**src/hw/rtl/emt_pkg.sv**
```systemverilog
// Shared types and constants for the endpoint match table.
// Used by the channel interfaces, the controller, the datapath and the top level.
`timescale 1ns / 1ps

package emt_pkg;

   localparam int FUNC_W = 2;
   localparam int ADDR_W = 32;
   localparam int PORT_W = 16;
   localparam int SLOT_W = 3;

   typedef logic [FUNC_W-1:0] func_type;

   localparam func_type FUNC_INSERT = 2'd0;
   localparam func_type FUNC_LOOKUP = 2'd1;
   localparam func_type FUNC_READ   = 2'd2;

   // One stored table entry as it sits in the RAM.
   typedef struct packed {
      logic              main;
      logic [ADDR_W-1:0] addr;
      logic [PORT_W-1:0] port;
   } entry_type;

   localparam int ENTRY_W = $bits(entry_type);

   // Which result the datapath captures into its staging register.
   typedef enum logic [2:0] {
      STG_NONE,
      STG_INSERT,
      STG_MISS,
      STG_READ,
      STG_HIT
   } stage_type;

   typedef struct packed {
      logic      accept;
      logic      scan_next;
      stage_type stage;
      logic      load_out;
   } cmd_type;

   typedef struct packed {
      logic count_zero;
      logic idx_ok;
      logic match;
      logic scan_last;
   } status_type;

   typedef struct packed {
      logic              ok;
      logic [SLOT_W-1:0] slot;
      logic [ADDR_W-1:0] entry_addr;
      logic [PORT_W-1:0] entry_port;
      logic              entry_main;
      logic              entry_active;
   } res_type;

   typedef struct packed {
      logic              ok;
      logic [SLOT_W-1:0] slot;
      logic [ADDR_W-1:0] entry_addr;
      logic [PORT_W-1:0] entry_port;
      logic [ADDR_W-1:0] host_addr;
      logic [PORT_W-1:0] host_port;
      logic              entry_main;
      logic              entry_active;
      logic [SLOT_W-1:0] main_index;
   } rsp_type;

endpackage

```
**src/hw/rtl/emt_channels.sv**
```systemverilog
// Valid/ready channel interfaces for the endpoint match table request and response.
// Depends on emt_pkg for field widths.
`timescale 1ns / 1ps

interface emt_req_if;
   logic                       valid;
   logic                       ready;
   emt_pkg::func_type          func;
   logic [emt_pkg::ADDR_W-1:0] addr;
   logic [emt_pkg::PORT_W-1:0] port_num;
   logic                       is_main;
   logic [emt_pkg::SLOT_W-1:0] entry_index;

   modport source (output valid, func, addr, port_num, is_main, entry_index, input ready);
   modport sink (input valid, func, addr, port_num, is_main, entry_index, output ready);
endinterface

interface emt_rsp_if;
   logic                       valid;
   logic                       ready;
   logic                       ok;
   logic [emt_pkg::SLOT_W-1:0] slot;
   logic [emt_pkg::ADDR_W-1:0] entry_addr;
   logic [emt_pkg::PORT_W-1:0] entry_port;
   logic [emt_pkg::ADDR_W-1:0] host_addr;
   logic [emt_pkg::PORT_W-1:0] host_port;
   logic                       entry_main;
   logic                       entry_active;
   logic [emt_pkg::SLOT_W-1:0] main_index;

   modport source (output valid, ok, slot, entry_addr, entry_port, host_addr, host_port,
                   entry_main, entry_active, main_index, input ready);
   modport sink (input valid, ok, slot, entry_addr, entry_port, host_addr, host_port,
                 entry_main, entry_active, main_index, output ready);
endinterface

```
**src/hw/rtl/emt_ram.sv**
```systemverilog
// Generic single-write, single-read RAM with registered read data.
// No dependencies.
`timescale 1ns / 1ps

module emt_ram #(
   parameter int WIDTH = 8,
   parameter int DEPTH = 8
) (
   input  logic                                         clock,
   input  logic                                         wr_en,
   input  logic [((DEPTH > 1) ? $clog2(DEPTH) : 1)-1:0] wr_addr,
   input  logic [WIDTH-1:0]                             wr_data,
   input  logic [((DEPTH > 1) ? $clog2(DEPTH) : 1)-1:0] rd_addr,
   output logic [WIDTH-1:0]                             rd_data
);

   logic [WIDTH-1:0] mem_ff [DEPTH];
   logic [WIDTH-1:0] rd_data_ff;

   always_ff @(posedge clock) begin
      if (wr_en) begin
         mem_ff[wr_addr] <= wr_data;
      end
      rd_data_ff <= mem_ff[rd_addr];
   end

   assign rd_data = rd_data_ff;

endmodule

```
**src/hw/rtl/emt_ctrl.sv**
```systemverilog
// Controller state machine for the endpoint match table.
// Depends on emt_pkg for the command and status structs.
`timescale 1ns / 1ps

module emt_ctrl (
   input  logic                clock,
   input  logic                reset,
   input  logic                req_valid,
   input  emt_pkg::func_type   req_func,
   output logic                req_ready,
   output logic                rsp_valid,
   input  logic                rsp_ready,
   input  emt_pkg::status_type status,
   output emt_pkg::cmd_type    cmd
);

   typedef enum logic [1:0] {
      S_IDLE,
      S_READ,
      S_SCAN,
      S_EMIT
   } state_type;

   state_type state_ff, state_in;
   logic      rsp_valid_ff, rsp_valid_in;

   always_comb begin
      state_in      = state_ff;
      rsp_valid_in  = rsp_valid_ff && !rsp_ready;
      cmd.accept    = 1'b0;
      cmd.scan_next = 1'b0;
      cmd.stage     = emt_pkg::STG_NONE;
      cmd.load_out  = 1'b0;

      case (state_ff)
         S_IDLE: begin
            if (req_valid) begin
               cmd.accept = 1'b1;
               case (req_func)
                  emt_pkg::FUNC_INSERT: begin
                     cmd.stage = emt_pkg::STG_INSERT;
                     state_in  = S_EMIT;
                  end
                  emt_pkg::FUNC_LOOKUP: begin
                     if (status.count_zero) begin
                        cmd.stage = emt_pkg::STG_MISS;
                        state_in  = S_EMIT;
                     end else begin
                        state_in = S_SCAN;
                     end
                  end
                  emt_pkg::FUNC_READ: begin
                     if (status.idx_ok) begin
                        state_in = S_READ;
                     end else begin
                        cmd.stage = emt_pkg::STG_MISS;
                        state_in  = S_EMIT;
                     end
                  end
                  default: begin
                     cmd.stage = emt_pkg::STG_MISS;
                     state_in  = S_EMIT;
                  end
               endcase
            end
         end
         S_READ: begin
            cmd.stage = emt_pkg::STG_READ;
            state_in  = S_EMIT;
         end
         S_SCAN: begin
            if (status.match) begin
               cmd.stage = emt_pkg::STG_HIT;
               state_in  = S_EMIT;
            end else if (status.scan_last) begin
               cmd.stage = emt_pkg::STG_MISS;
               state_in  = S_EMIT;
            end else begin
               cmd.scan_next = 1'b1;
            end
         end
         S_EMIT: begin
            // move the staged word out once the output register is free
            if (!rsp_valid_ff || rsp_ready) begin
               cmd.load_out = 1'b1;
               rsp_valid_in = 1'b1;
               state_in     = S_IDLE;
            end
         end
         default: begin
            state_in = S_IDLE;
         end
      endcase
   end

   always_ff @(posedge clock) begin
      if (reset) begin
         state_ff     <= S_IDLE;
         rsp_valid_ff <= 1'b0;
      end else begin
         state_ff     <= state_in;
         rsp_valid_ff <= rsp_valid_in;
      end
   end

   assign req_ready = (state_ff == S_IDLE);
   assign rsp_valid = rsp_valid_ff;

endmodule

```
**src/hw/rtl/emt_dp.sv**
```systemverilog
// Datapath for the endpoint match table: entry RAM, fill count, main tracker,
// scan counter, staging and output registers. Depends on emt_pkg and emt_ram.
`timescale 1ns / 1ps

module emt_dp #(
   parameter int TABLE_ENTRIES = 8
) (
   input  logic                       clock,
   input  logic                       reset,
   input  emt_pkg::cmd_type           cmd,
   output emt_pkg::status_type        status,
   input  emt_pkg::func_type          req_func,
   input  logic [emt_pkg::ADDR_W-1:0] req_addr,
   input  logic [emt_pkg::PORT_W-1:0] req_port_num,
   input  logic                       req_is_main,
   input  logic [emt_pkg::SLOT_W-1:0] req_entry_index,
   output emt_pkg::rsp_type           rsp_word
);

   localparam int IDX_W = (TABLE_ENTRIES > 1) ? $clog2(TABLE_ENTRIES) : 1;
   localparam int CNT_W = $clog2(TABLE_ENTRIES + 1);

   logic [CNT_W-1:0]           count_ff, count_in;
   logic                       main_found_ff, main_found_in;
   logic [emt_pkg::SLOT_W-1:0] main_idx_ff, main_idx_in;
   logic [IDX_W-1:0]           scan_ff, scan_in;
   logic [CNT_W-1:0]           scan_next_cnt;
   logic [emt_pkg::ADDR_W-1:0] key_addr_ff, key_addr_in;
   logic [emt_pkg::PORT_W-1:0] key_port_ff, key_port_in;
   logic [emt_pkg::SLOT_W-1:0] rd_slot_ff, rd_slot_in;
   logic                       rd_active_ff, rd_active_in;
   emt_pkg::res_type           stage_ff, stage_in;
   emt_pkg::rsp_type           out_ff, out_in;

   logic                       full;
   logic                       ins_ok;
   logic [IDX_W-1:0]           rd_addr;
   logic [emt_pkg::ENTRY_W-1:0] rd_data;
   emt_pkg::entry_type         rd_entry;
   emt_pkg::entry_type         wr_entry;

   function automatic logic [31:0] swap32(input logic [31:0] v);
      return {v[7:0], v[15:8], v[23:16], v[31:24]};
   endfunction

   function automatic logic [15:0] swap16(input logic [15:0] v);
      return {v[7:0], v[15:8]};
   endfunction

   assign full          = (count_ff == CNT_W'(TABLE_ENTRIES));
   assign ins_ok        = (cmd.stage == emt_pkg::STG_INSERT) && !full;
   assign scan_next_cnt = CNT_W'(scan_ff) + CNT_W'(1);
   assign rd_entry      = emt_pkg::entry_type'(rd_data);

   assign wr_entry.main = req_is_main;
   assign wr_entry.addr = req_addr;
   assign wr_entry.port = req_port_num;

   // entries fill in index order and are never freed, so the count marks the active prefix
   always_comb begin
      if (cmd.accept) begin
         rd_addr = (req_func == emt_pkg::FUNC_LOOKUP) ? '0 : IDX_W'(req_entry_index);
      end else begin
         rd_addr = IDX_W'(scan_next_cnt);
      end
   end

   emt_ram #(
      .WIDTH (emt_pkg::ENTRY_W),
      .DEPTH (TABLE_ENTRIES)
   ) u_ram (
      .clock   (clock),
      .wr_en   (ins_ok),
      .wr_addr (IDX_W'(count_ff)),
      .wr_data (wr_entry),
      .rd_addr (rd_addr),
      .rd_data (rd_data)
   );

   assign status.count_zero = (count_ff == '0);
   assign status.idx_ok     = (32'(req_entry_index) < 32'(TABLE_ENTRIES));
   assign status.match      = (rd_entry.addr == key_addr_ff) && (rd_entry.port == key_port_ff);
   assign status.scan_last  = (scan_next_cnt == count_ff);

   always_comb begin
      count_in      = count_ff;
      main_found_in = main_found_ff;
      main_idx_in   = main_idx_ff;
      scan_in       = scan_ff;
      key_addr_in   = key_addr_ff;
      key_port_in   = key_port_ff;
      rd_slot_in    = rd_slot_ff;
      rd_active_in  = rd_active_ff;
      stage_in      = stage_ff;
      out_in        = out_ff;

      if (cmd.accept) begin
         key_addr_in  = req_addr;
         key_port_in  = req_port_num;
         rd_slot_in   = req_entry_index;
         rd_active_in = (32'(req_entry_index) < 32'(count_ff));
         scan_in      = '0;
      end
      if (cmd.scan_next) begin
         scan_in = IDX_W'(scan_next_cnt);
      end

      if (ins_ok) begin
         count_in = count_ff + CNT_W'(1);
         // later inserts land higher, so the first main insert stays the lowest
         if (req_is_main && !main_found_ff) begin
            main_found_in = 1'b1;
            main_idx_in   = emt_pkg::SLOT_W'(count_ff);
         end
      end

      case (cmd.stage)
         emt_pkg::STG_NONE: begin
            stage_in = stage_ff;
         end
         emt_pkg::STG_INSERT: begin
            if (full) begin
               stage_in = '0;
            end else begin
               stage_in.ok           = 1'b1;
               stage_in.slot         = emt_pkg::SLOT_W'(count_ff);
               stage_in.entry_addr   = req_addr;
               stage_in.entry_port   = req_port_num;
               stage_in.entry_main   = req_is_main;
               stage_in.entry_active = 1'b1;
            end
         end
         emt_pkg::STG_MISS: begin
            stage_in = '0;
         end
         emt_pkg::STG_READ: begin
            // unwritten entries read as zero
            stage_in.ok           = 1'b1;
            stage_in.slot         = rd_slot_ff;
            stage_in.entry_addr   = rd_active_ff ? rd_entry.addr : '0;
            stage_in.entry_port   = rd_active_ff ? rd_entry.port : '0;
            stage_in.entry_main   = rd_active_ff && rd_entry.main;
            stage_in.entry_active = rd_active_ff;
         end
         emt_pkg::STG_HIT: begin
            stage_in.ok           = 1'b1;
            stage_in.slot         = emt_pkg::SLOT_W'(scan_ff);
            stage_in.entry_addr   = rd_entry.addr;
            stage_in.entry_port   = rd_entry.port;
            stage_in.entry_main   = rd_entry.main;
            stage_in.entry_active = 1'b1;
         end
         default: begin
            stage_in = '0;
         end
      endcase

      if (cmd.load_out) begin
         out_in.ok           = stage_ff.ok;
         out_in.slot         = stage_ff.slot;
         out_in.entry_addr   = stage_ff.entry_addr;
         out_in.entry_port   = stage_ff.entry_port;
         out_in.host_addr    = swap32(stage_ff.entry_addr);
         out_in.host_port    = swap16(stage_ff.entry_port);
         out_in.entry_main   = stage_ff.entry_main;
         out_in.entry_active = stage_ff.entry_active;
         out_in.main_index   = main_idx_ff;
      end
   end

   always_ff @(posedge clock) begin
      if (reset) begin
         count_ff      <= '0;
         main_found_ff <= 1'b0;
         main_idx_ff   <= '0;
         scan_ff       <= '0;
      end else begin
         count_ff      <= count_in;
         main_found_ff <= main_found_in;
         main_idx_ff   <= main_idx_in;
         scan_ff       <= scan_in;
      end
   end

   always_ff @(posedge clock) begin
      key_addr_ff  <= key_addr_in;
      key_port_ff  <= key_port_in;
      rd_slot_ff   <= rd_slot_in;
      rd_active_ff <= rd_active_in;
      stage_ff     <= stage_in;
      out_ff       <= out_in;
   end

   assign rsp_word = out_ff;

endmodule

```
**src/hw/rtl/endpoint_match_table.sv**
```systemverilog
// Top level of the endpoint match table: controller plus datapath.
// Depends on emt_pkg, emt_channels, emt_ram, emt_ctrl and emt_dp.
//
//   channel   dir  handshake      word
//   req_chan  in   valid/ready    func, addr, port_num, is_main, entry_index
//   rsp_chan  out  valid/ready    ok, slot, entry/host addr and port, flags, main_index
//
// A lookup examines at most the fill count of entries, walking the single read port
// of the entry RAM one entry per cycle.
// Reset clears the fill count and main tracker; RAM contents are not cleared, and
// entries past the fill count read as zero. A result waits in the output register
// while the next word is taken; a second result holds until the first is taken.
`timescale 1ns / 1ps

module endpoint_match_table #(
   parameter int TABLE_ENTRIES = 8
) (
   input  logic       clock,
   input  logic       reset,
   emt_req_if.sink    req_chan,
   emt_rsp_if.source  rsp_chan
);

   emt_pkg::cmd_type    cmd;
   emt_pkg::status_type status;
   emt_pkg::rsp_type    rsp_word;

   emt_ctrl u_ctrl (
      .clock     (clock),
      .reset     (reset),
      .req_valid (req_chan.valid),
      .req_func  (req_chan.func),
      .req_ready (req_chan.ready),
      .rsp_valid (rsp_chan.valid),
      .rsp_ready (rsp_chan.ready),
      .status    (status),
      .cmd       (cmd)
   );

   emt_dp #(
      .TABLE_ENTRIES (TABLE_ENTRIES)
   ) u_dp (
      .clock           (clock),
      .reset           (reset),
      .cmd             (cmd),
      .status          (status),
      .req_func        (req_chan.func),
      .req_addr        (req_chan.addr),
      .req_port_num    (req_chan.port_num),
      .req_is_main     (req_chan.is_main),
      .req_entry_index (req_chan.entry_index),
      .rsp_word        (rsp_word)
   );

   assign rsp_chan.ok           = rsp_word.ok;
   assign rsp_chan.slot         = rsp_word.slot;
   assign rsp_chan.entry_addr   = rsp_word.entry_addr;
   assign rsp_chan.entry_port   = rsp_word.entry_port;
   assign rsp_chan.host_addr    = rsp_word.host_addr;
   assign rsp_chan.host_port    = rsp_word.host_port;
   assign rsp_chan.entry_main   = rsp_word.entry_main;
   assign rsp_chan.entry_active = rsp_word.entry_active;
   assign rsp_chan.main_index   = rsp_word.main_index;

endmodule

```
**src/flat_wrapper.sv**
```systemverilog
// flat-port wrapper written by rule: the top's interface ports become plain ports
module endpoint_match_table_flat 
#(
   parameter int TABLE_ENTRIES = 8
)
  (clock, reset, req_chan_valid, req_chan_func, req_chan_addr, req_chan_port_num, req_chan_is_main, req_chan_entry_index, req_chan_ready, rsp_chan_valid, rsp_chan_ok, rsp_chan_slot, rsp_chan_entry_addr, rsp_chan_entry_port, rsp_chan_host_addr, rsp_chan_host_port, rsp_chan_entry_main, rsp_chan_entry_active, rsp_chan_main_index, rsp_chan_ready);
  emt_req_if req_chan_i ();
  emt_rsp_if rsp_chan_i ();
  input  logic clock;
  input  logic reset;
  input wire logic [$bits(req_chan_i.valid)-1:0] req_chan_valid;
  input wire logic [$bits(req_chan_i.func)-1:0] req_chan_func;
  input wire logic [$bits(req_chan_i.addr)-1:0] req_chan_addr;
  input wire logic [$bits(req_chan_i.port_num)-1:0] req_chan_port_num;
  input wire logic [$bits(req_chan_i.is_main)-1:0] req_chan_is_main;
  input wire logic [$bits(req_chan_i.entry_index)-1:0] req_chan_entry_index;
  output wire logic [$bits(req_chan_i.ready)-1:0] req_chan_ready;
  output wire logic [$bits(rsp_chan_i.valid)-1:0] rsp_chan_valid;
  output wire logic [$bits(rsp_chan_i.ok)-1:0] rsp_chan_ok;
  output wire logic [$bits(rsp_chan_i.slot)-1:0] rsp_chan_slot;
  output wire logic [$bits(rsp_chan_i.entry_addr)-1:0] rsp_chan_entry_addr;
  output wire logic [$bits(rsp_chan_i.entry_port)-1:0] rsp_chan_entry_port;
  output wire logic [$bits(rsp_chan_i.host_addr)-1:0] rsp_chan_host_addr;
  output wire logic [$bits(rsp_chan_i.host_port)-1:0] rsp_chan_host_port;
  output wire logic [$bits(rsp_chan_i.entry_main)-1:0] rsp_chan_entry_main;
  output wire logic [$bits(rsp_chan_i.entry_active)-1:0] rsp_chan_entry_active;
  output wire logic [$bits(rsp_chan_i.main_index)-1:0] rsp_chan_main_index;
  input wire logic [$bits(rsp_chan_i.ready)-1:0] rsp_chan_ready;
  assign req_chan_i.valid = req_chan_valid;
  assign req_chan_i.func = req_chan_func;
  assign req_chan_i.addr = req_chan_addr;
  assign req_chan_i.port_num = req_chan_port_num;
  assign req_chan_i.is_main = req_chan_is_main;
  assign req_chan_i.entry_index = req_chan_entry_index;
  assign req_chan_ready = req_chan_i.ready;
  assign rsp_chan_valid = rsp_chan_i.valid;
  assign rsp_chan_ok = rsp_chan_i.ok;
  assign rsp_chan_slot = rsp_chan_i.slot;
  assign rsp_chan_entry_addr = rsp_chan_i.entry_addr;
  assign rsp_chan_entry_port = rsp_chan_i.entry_port;
  assign rsp_chan_host_addr = rsp_chan_i.host_addr;
  assign rsp_chan_host_port = rsp_chan_i.host_port;
  assign rsp_chan_entry_main = rsp_chan_i.entry_main;
  assign rsp_chan_entry_active = rsp_chan_i.entry_active;
  assign rsp_chan_main_index = rsp_chan_i.main_index;
  assign rsp_chan_i.ready = rsp_chan_ready;
  endpoint_match_table #(.TABLE_ENTRIES(TABLE_ENTRIES)) u_core (.clock(clock), .reset(reset), .req_chan(req_chan_i), .rsp_chan(rsp_chan_i));
endmodule
```
**config.mk**
```make
export PLATFORM = sky130hd
export DESIGN_NAME = endpoint_match_table_flat
export DESIGN_NICKNAME = d
export VERILOG_FILES = /design/src/hw/rtl/emt_pkg.sv /design/src/hw/rtl/emt_channels.sv /design/src/hw/rtl/emt_ram.sv /design/src/hw/rtl/emt_ctrl.sv /design/src/hw/rtl/emt_dp.sv /design/src/hw/rtl/endpoint_match_table.sv /design/src/flat_wrapper.sv
export SDC_FILE = /design/constraint.sdc
export NUM_CORES = 1
export LEC_CHECK = 0
export BUFFER_PORTS_ARGS = -buffer_cell sky130_fd_sc_hd__buf_2
export CAP_MARGIN = 30
export CORE_ASPECT_RATIO = 0.6
export CORE_MARGIN = 8
export CORE_UTILIZATION = 51
export DETAILED_ROUTE_END_ITERATION = 7
export PLACE_DENSITY = 0.76
export SLEW_MARGIN = 10
export SYNTH_ARGS = -nofsm -noshare
export SYNTH_HDL_FRONTEND = slang
export SYNTH_HIERARCHICAL = 1
export SYNTH_SLANG_ARGS = --single-unit
```
**constraint.sdc**
```tcl
create_clock -name clock -period 7.3 [get_ports clock]
set_clock_uncertainty 0.2 [all_clocks]
set_input_delay 1.46 -clock clock [delete_from_list [all_inputs] [get_ports clock]]
set_output_delay 1.46 -clock clock [all_outputs]
set_load 0.005 [all_outputs]
```
==> results.md, run 1 <==
- Final Hold Fails: 0
- Number of global-route vias before repair: 11300
- First-pass GRT wire length: 73800 um
- Routability Congestion: 0.788
- Die width: 291 um
- GRT Residual Overflow: 0
- Post-DP HPWL: 30500 um
- Post-synthesis register bit count: 618
- Startpoint Class: register
- Number of synthesized flops with an enable pin: 555
- Vias per cell: 5.81
- Cell Area, Synth: 23200 um^2
- RR Startpoint: u_core/u_dp/key_port_ff[0]
- CTS Hold Bufs: 0
- Area added between synthesis and finish: 13.0%
- CP Cell Sequence: xor2_1 > nor4_1 > nand4_1 > nor3_1 > inv_1 > a31oi_1 > a21oi_1 > nor3b_4 > and2_4 > nand2b_1 > nor2_4 > buf_4
- Ports: 165
- CP max-delay cell: nor4_1
- Reg2Reg Setup Slack: 1.29 ns
- Worst path required time: 7.30 ns
- Yosys cell types: 48
- Die Height: 181 um
- Clk slew on worst S/H paths: 0.06 ns
- Dominant synthesized flop cell: edfxtp_1
- Worst-path maximum fanout: 58
- Syn_nets: 1171
- Synthesis Warnings: 6
- Slew headroom: 35.2%
- Worst-Margin Slew: 0.973 ns
- H-tree Lvls: 2
- R2R cell count: 12
- Final wirelength: 49300 um
- Residual DRC: 0
- Power Density: 384 nW/um^2
- Post-CTS Resized: 0
- RSZ-0062 raised after global routing: false
- Min-delay src: u_core/u_dp/stage_ff[20]
- Post-Syn Instances: 1099
- CTS Buf Count: 53
- Max-Cap Viols: 0
- Period minus WS final: 6.01 ns
- Share of post-route cells with drive strength above 1: 34.0%
- Async S/R FF share, synth: 0%
- Setup Buffers After CTS: 0
- Root Buffer: clkbuf_16
- CP Data Arrival Time: 6.01 ns
- R2r endpoint: u_core/u_dp/u_ram/mem_ff[1][28]
- Wire per inst: 26.2 um
- TritonCTS clock tree: yes
- Hold Path Cell Cnt: 0
- Pre-antenna DRT Iters: 5
- Initial DRC Count: 1089
- Max VDD drop: 0.190 mV
- Mapped Avg Cell Area: 21.1 um^2
- Row cnt: 60
- Routed Antenna Nets: 0
- Setup CP Type: register to register
- Post-Route Setup TNS: 0 ns
- Worst min path class: register to register
- Worst skew pair latency: 0.59 ns
- Initial antenna violation count: 0
- Worst path max stage delay: 0.81 ns
- Worst setup margin: 1.29 ns
- Initial core utilization: 51.7%
- Ant diodes: 0
- Pre-CTS setup slack: 1.30 ns
- Status: completed
- Total track usage: 18.4%
- Vias: 10900
- Die ar.: 52800 um^2
- Period utilisation layout: 82.3%
- # clock sinks: 618
- Port bufs: 164
- Slew Viols, Final: 0
- F_max: 166 MHz
- Hold EP: u_core/u_dp/rsp_word[71]
- Critical Path End Type: register
- Setup violation total in the final timing report: 0
- Final net count: 1324
- CTS max path bufs: 3
- Sequential-to-total area share from yosys stat: 77.3%
- Leakage: 0.00885 uW
- Largest net degree at the start of global routing: 63
- Core ar.: 44800 um^2
-- kinds of logic after synthesis --
group / Yosys count / share of synthesized area (%)
compound gates: 76 / 2.66
fa+ha+maj: 14 / 0.755
xor+xnor: 56 / 2.12
buf+inv: 102 / 2.97
other cells: 1 / 0.0162
simple gates: 81 / 2.09
flops: 618 / 77.3
mux: 151 / 12.1
-- where the power goes --
group | total, uW | internal [uW] | switching, uW
combinational | 2360 | 1020 | 1340
sequential | 4890 | 4620 | 273
clock | 2810 | 1600 | 1210
-- cells in the mapped netlist, types with 6 or more instances --
library cell / number / area [um^2]
a21oi_1: 7 / 35.0
a22o_1: 49 / 429
buf_2: 14 / 70.1
buf_4: 54 / 405
clkbuf_1: 14 / 52.6
dfxtp_1: 63 / 1260
edfxtp_1: 555 / 16700
ha_1: 14 / 175
inv_1: 12 / 45.0
mux2_2: 49 / 552
mux4_2: 98 / 2210
nand2_1: 8 / 30.0
nor2_1: 20 / 75.1
nor3_1: 6 / 30.0
nor4_1: 12 / 75.1
xor2_1: 52 / 455
-- final cells by class --
cell class | count | area (um^2)
fillers | 3188 | 18600
flip-flops and latches | 618 | 17900
multi-input cells | 379 | 4690
clock buffers | 76 | 1500
repair buffers | 188 | 1070
well taps | 589 | 737
clock inverters | 23 | 243
inverters | 12 | 45.0
-- state kept, by name, summed over array words and instances (netlist names) --
register                   cells
u_core/u_dp/count_ff           4
u_core/u_dp/u_ram/rd_data     49
u_core/u_dp/key_addr_ff       32
u_core/u_dp/scan_ff            3
u_core/u_dp/rd_slot_ff         3
u_core/u_dp/rsp_word          57
u_core/u_dp/u_ram/mem_ff     392
u_core/u_dp/stage_ff          54
u_core/u_ctrl/state_ff         2
u_core/u_dp/main_idx_ff        3
u_core/u_dp/main_found_ff      1
u_core/u_ctrl/rsp_valid        1
u_core/u_dp/rd_active_ff       1
u_core/u_dp/key_port_ff       16
-- layer usage --
metal	GRT usage, %	vias up	wire [um]
met5	0	-	0
met4	3.68	0	779
met3	4.88	58	4410
met2	28.1	468	22500
met1	26.9	5736	21600
li1	-	4684	-
-- through the flow --
step	std cells	instance area, um^2	util, %	total power (uW)	hold slack, ns
6_report	1885	26200	58.5	10100	0.215
3_5_place_dp	1785	24400	54.5	7340	0.205
3_3_place_gp	1783	24400	54.4	7280	0.205
5_1_grt	1885	26200	58.5	10500	0.227
2_1_floorplan	1099	23200	-	6600	0.200
4_1_cts	1884	26200	58.4	10200	0.216
-- critical path, delay by kind of cell, from the launching register on --
family | cells | cell delay, ns
AOI/OAI and AO/OA | 2 | 0.36
buffers and inverters | 2 | 0.73
DFF | 1 | 0.38
and+or+nand+nor | 7 | 3.68
xor gates and xnor gates | 1 | 0.16
-- cell usage in the layout, fill, tap and decap left out, types with 12 or more instances in the layout --
| cell | synthesis | routed |
|---|---|---|
| buf_4 | 54 | 19 |
| ha_1 | 14 | 14 |
| mux4_2 | 98 | 98 |
| nor2_1 | 20 | 14 |
| nor4_1 | 12 | 12 |
| inv_1 | 12 | 12 |
| clkinv_2 | 0 | 13 |
| clkbuf_16 | 0 | 55 |
| mux2_2 | 49 | 49 |
| clkbuf_1 | 14 | 17 |
| buf_2 | 14 | 164 |
| dfxtp_1 | 63 | 63 |
| edfxtp_1 | 555 | 555 |
| a22o_1 | 49 | 49 |
| xor2_1 | 52 | 52 |
-- worst max path at each step --
stage	startpoint	end	slack (ns)	depth (start not counted)
finish	u_core/u_dp/key_port_ff[0]	u_core/u_dp/u_ram/mem_ff[1][28]	1.29	12
global route	u_core/u_dp/key_port_ff[0]	u_core/u_dp/u_ram/mem_ff[1][28]	1.10	12
CTS	u_core/u_dp/key_addr_ff[7]	u_core/u_dp/u_ram/mem_ff[5][45]	1.28	12
detailed placement	u_core/u_dp/key_port_ff[0]	u_core/u_dp/u_ram/mem_ff[5][46]	1.30	12
global placement	u_core/u_dp/key_port_ff[0]	u_core/u_dp/u_ram/mem_ff[6][29]	1.41	12
floorplan	req_chan_valid	u_core/u_dp/u_ram/mem_ff[6][0]	1.20	8
No activity file was read; power rests on OpenSTA's default activity.
==> inputs of run 2 (changes only) <==
Clock period 7.3 ns to 4.82 ns, I/O delays scaled along.
==> results.md, run 2 (synthesized netlist as in run 1, its figures left out) <==
- Final net count: 1340
- Worst-Margin Slew: 0.987 ns
- Final wirelength: 48100 um
- Residual DRC: 0
- Port bufs: 164
- Non-filler instance count after layout: 1903
- Placed cell count: 1801
- Die width: 291 um
- Setup Buffers After CTS: 0
- Status: completed
- Slew headroom: 33.6%
- Initial core utilization: 51.7%
- Max-Cap Viols: 0
- Top reg by flops: u_core/u_dp/u_ram/mem_ff
- RR Startpoint: u_core/u_dp/key_port_ff[8]
- Routed Antenna Nets: 0
- CTS Buf Count: 53
- Setup CP Type: register to register
- Min-delay src: u_core/u_dp/stage_ff[34]
- Most frequent cells in the layout: 555 x edfxtp_1, 164 x buf_2, 98 x mux4_2
- Beginning of the critical path: u_core/u_dp/key_port_ff[8]
- R2R cell count: 12
- Core ar.: 44800 um^2
- Max VDD drop: 0.374 mV
- Root Buffer: clkbuf_16
- Ports: 165
- Critical Path End Type: register
- Worst path required time: 4.87 ns
- H-tree Lvls: 2
- CP Data Arrival Time: 4.62 ns
- Vias per cell: 5.75
- GRT Residual Overflow: 0
- Share of post-route cells with drive strength above 1: 34.8%
- Startpoint Class: register
- Wire per inst: 25.3 um
- Pre-CTS setup slack: 0.161 ns
- Vias: 11000
- Period minus WS final: 4.56 ns
- Leakage: 0.00895 uW
- Power Density: 576 nW/um^2
- Post-DP HPWL: 29100 um
- Slew Viols, Final: 0
- CTS Hold Bufs: 0
- Setup violation total in the final timing report: 0
- Commonest non-fill, non-tap cell in the layout: edfxtp_1
- Total track usage: 17.9%
- Max reg flops: 392
- Placed Area: 24700 um^2
- Die Height: 181 um
- Worst skew pair latency: 0.59 ns
- Filler cell count: 3142
- Die ar.: 52800 um^2
- RSZ-0062 raised after global routing: false
- Final Hold Fails: 0
- Routability Congestion: 0.785
- TritonCTS clock tree: yes
- Worst min path class: register to register
- First-pass GRT wire length: 71600 um
- Initial antenna violation count: 2
- # clock sinks: 618
- Area added between synthesis and finish: 13.8%
- Hold Path Cell Cnt: 0
- Period utilisation layout: 94.7%
- Number of global-route vias before repair: 11200
- Design area: 26400 um^2
- Largest net degree at the start of global routing: 58
- CTS max path bufs: 3
- Row cnt: 60
- Post-CTS Resized: 0
- Layout Utilization: 58.9%
- Initial DRC Count: 954
- F_max: 219 MHz
- Worst setup margin: 0.258 ns
- Clk slew on worst S/H paths: 0.07 ns
- Worst-path maximum fanout: 40
- Pre-antenna DRT Iters: 5
[run 2: worst paths after layout]
path         slack (ns)                               to
max reg2reg        0.26  u_core/u_dp/u_ram/mem_ff[0][16]
min                0.22         u_core/u_dp/rsp_word[85]
max                0.26  u_core/u_dp/u_ram/mem_ff[0][16]
min reg2reg        0.22         u_core/u_dp/rsp_word[85]
[run 2: final cells by class]
| type | instances | area, um^2 | share of cell area, % |
|---|---|---|---|
| repair buffers | 204 | 1310 | 4.95 |
| multi-input cells | 379 | 4690 | 17.8 |
| inverters | 12 | 45.0 | 0.171 |
| clock inverters | 23 | 191 | 0.725 |
| diodes | 1 | 2.50 | 0.00948 |
| well taps | 589 | 737 | 2.79 |
| flip-flops and latches | 618 | 17900 | 67.9 |
| clock buffers | 77 | 1500 | 5.67 |
[run 2: power breakdown]
group	leakage [uW]	internal, uW	switching [uW]
sequential	0.00563	6990	370
clock	0.000838	2280	1840
combinational	0.00249	1650	2100
total	0.00895	10900	4300
[run 2: through the flow]
step | hold WS (ns) | power [uW] | setup TNS (ns)
floorplan | 0.200 | 10000 | -288.85
global placement | 0.201 | 11100 | 0
detailed placement | 0.205 | 11200 | 0
CTS | 0.219 | 15400 | 0
global route | 0.225 | 15800 | 0
finish | 0.219 | 15200 | 0
[run 2: layer usage]
| metal | track usage (%) | up-vias | part of all wire [%] |
|---|---|---|---|
| li1 | - | 4733 | - |
| met5 | 0 | - | 0.021 |
| met3 | 4.19 | 55 | 8.4 |
| met4 | 3.88 | 2 | 1.4 |
| met1 | 25.5 | 5686 | 43 |
| met2 | 28.3 | 474 | 47 |
[run 2: critical path, cell delays in order, from the launching register on]
cell and delay (ns):
edfxtp_1 0.38, xor2_1 0.19, nor4_1 0.85, nand4_1 0.18, nor3_1 0.57, inv_1 0.09
a31oi_1 0.15, a21oi_1 0.19, nor3b_4 0.33, and2_4 0.22, nand2b_1 0.24, nor3_4 0.27
buf_12 0.33
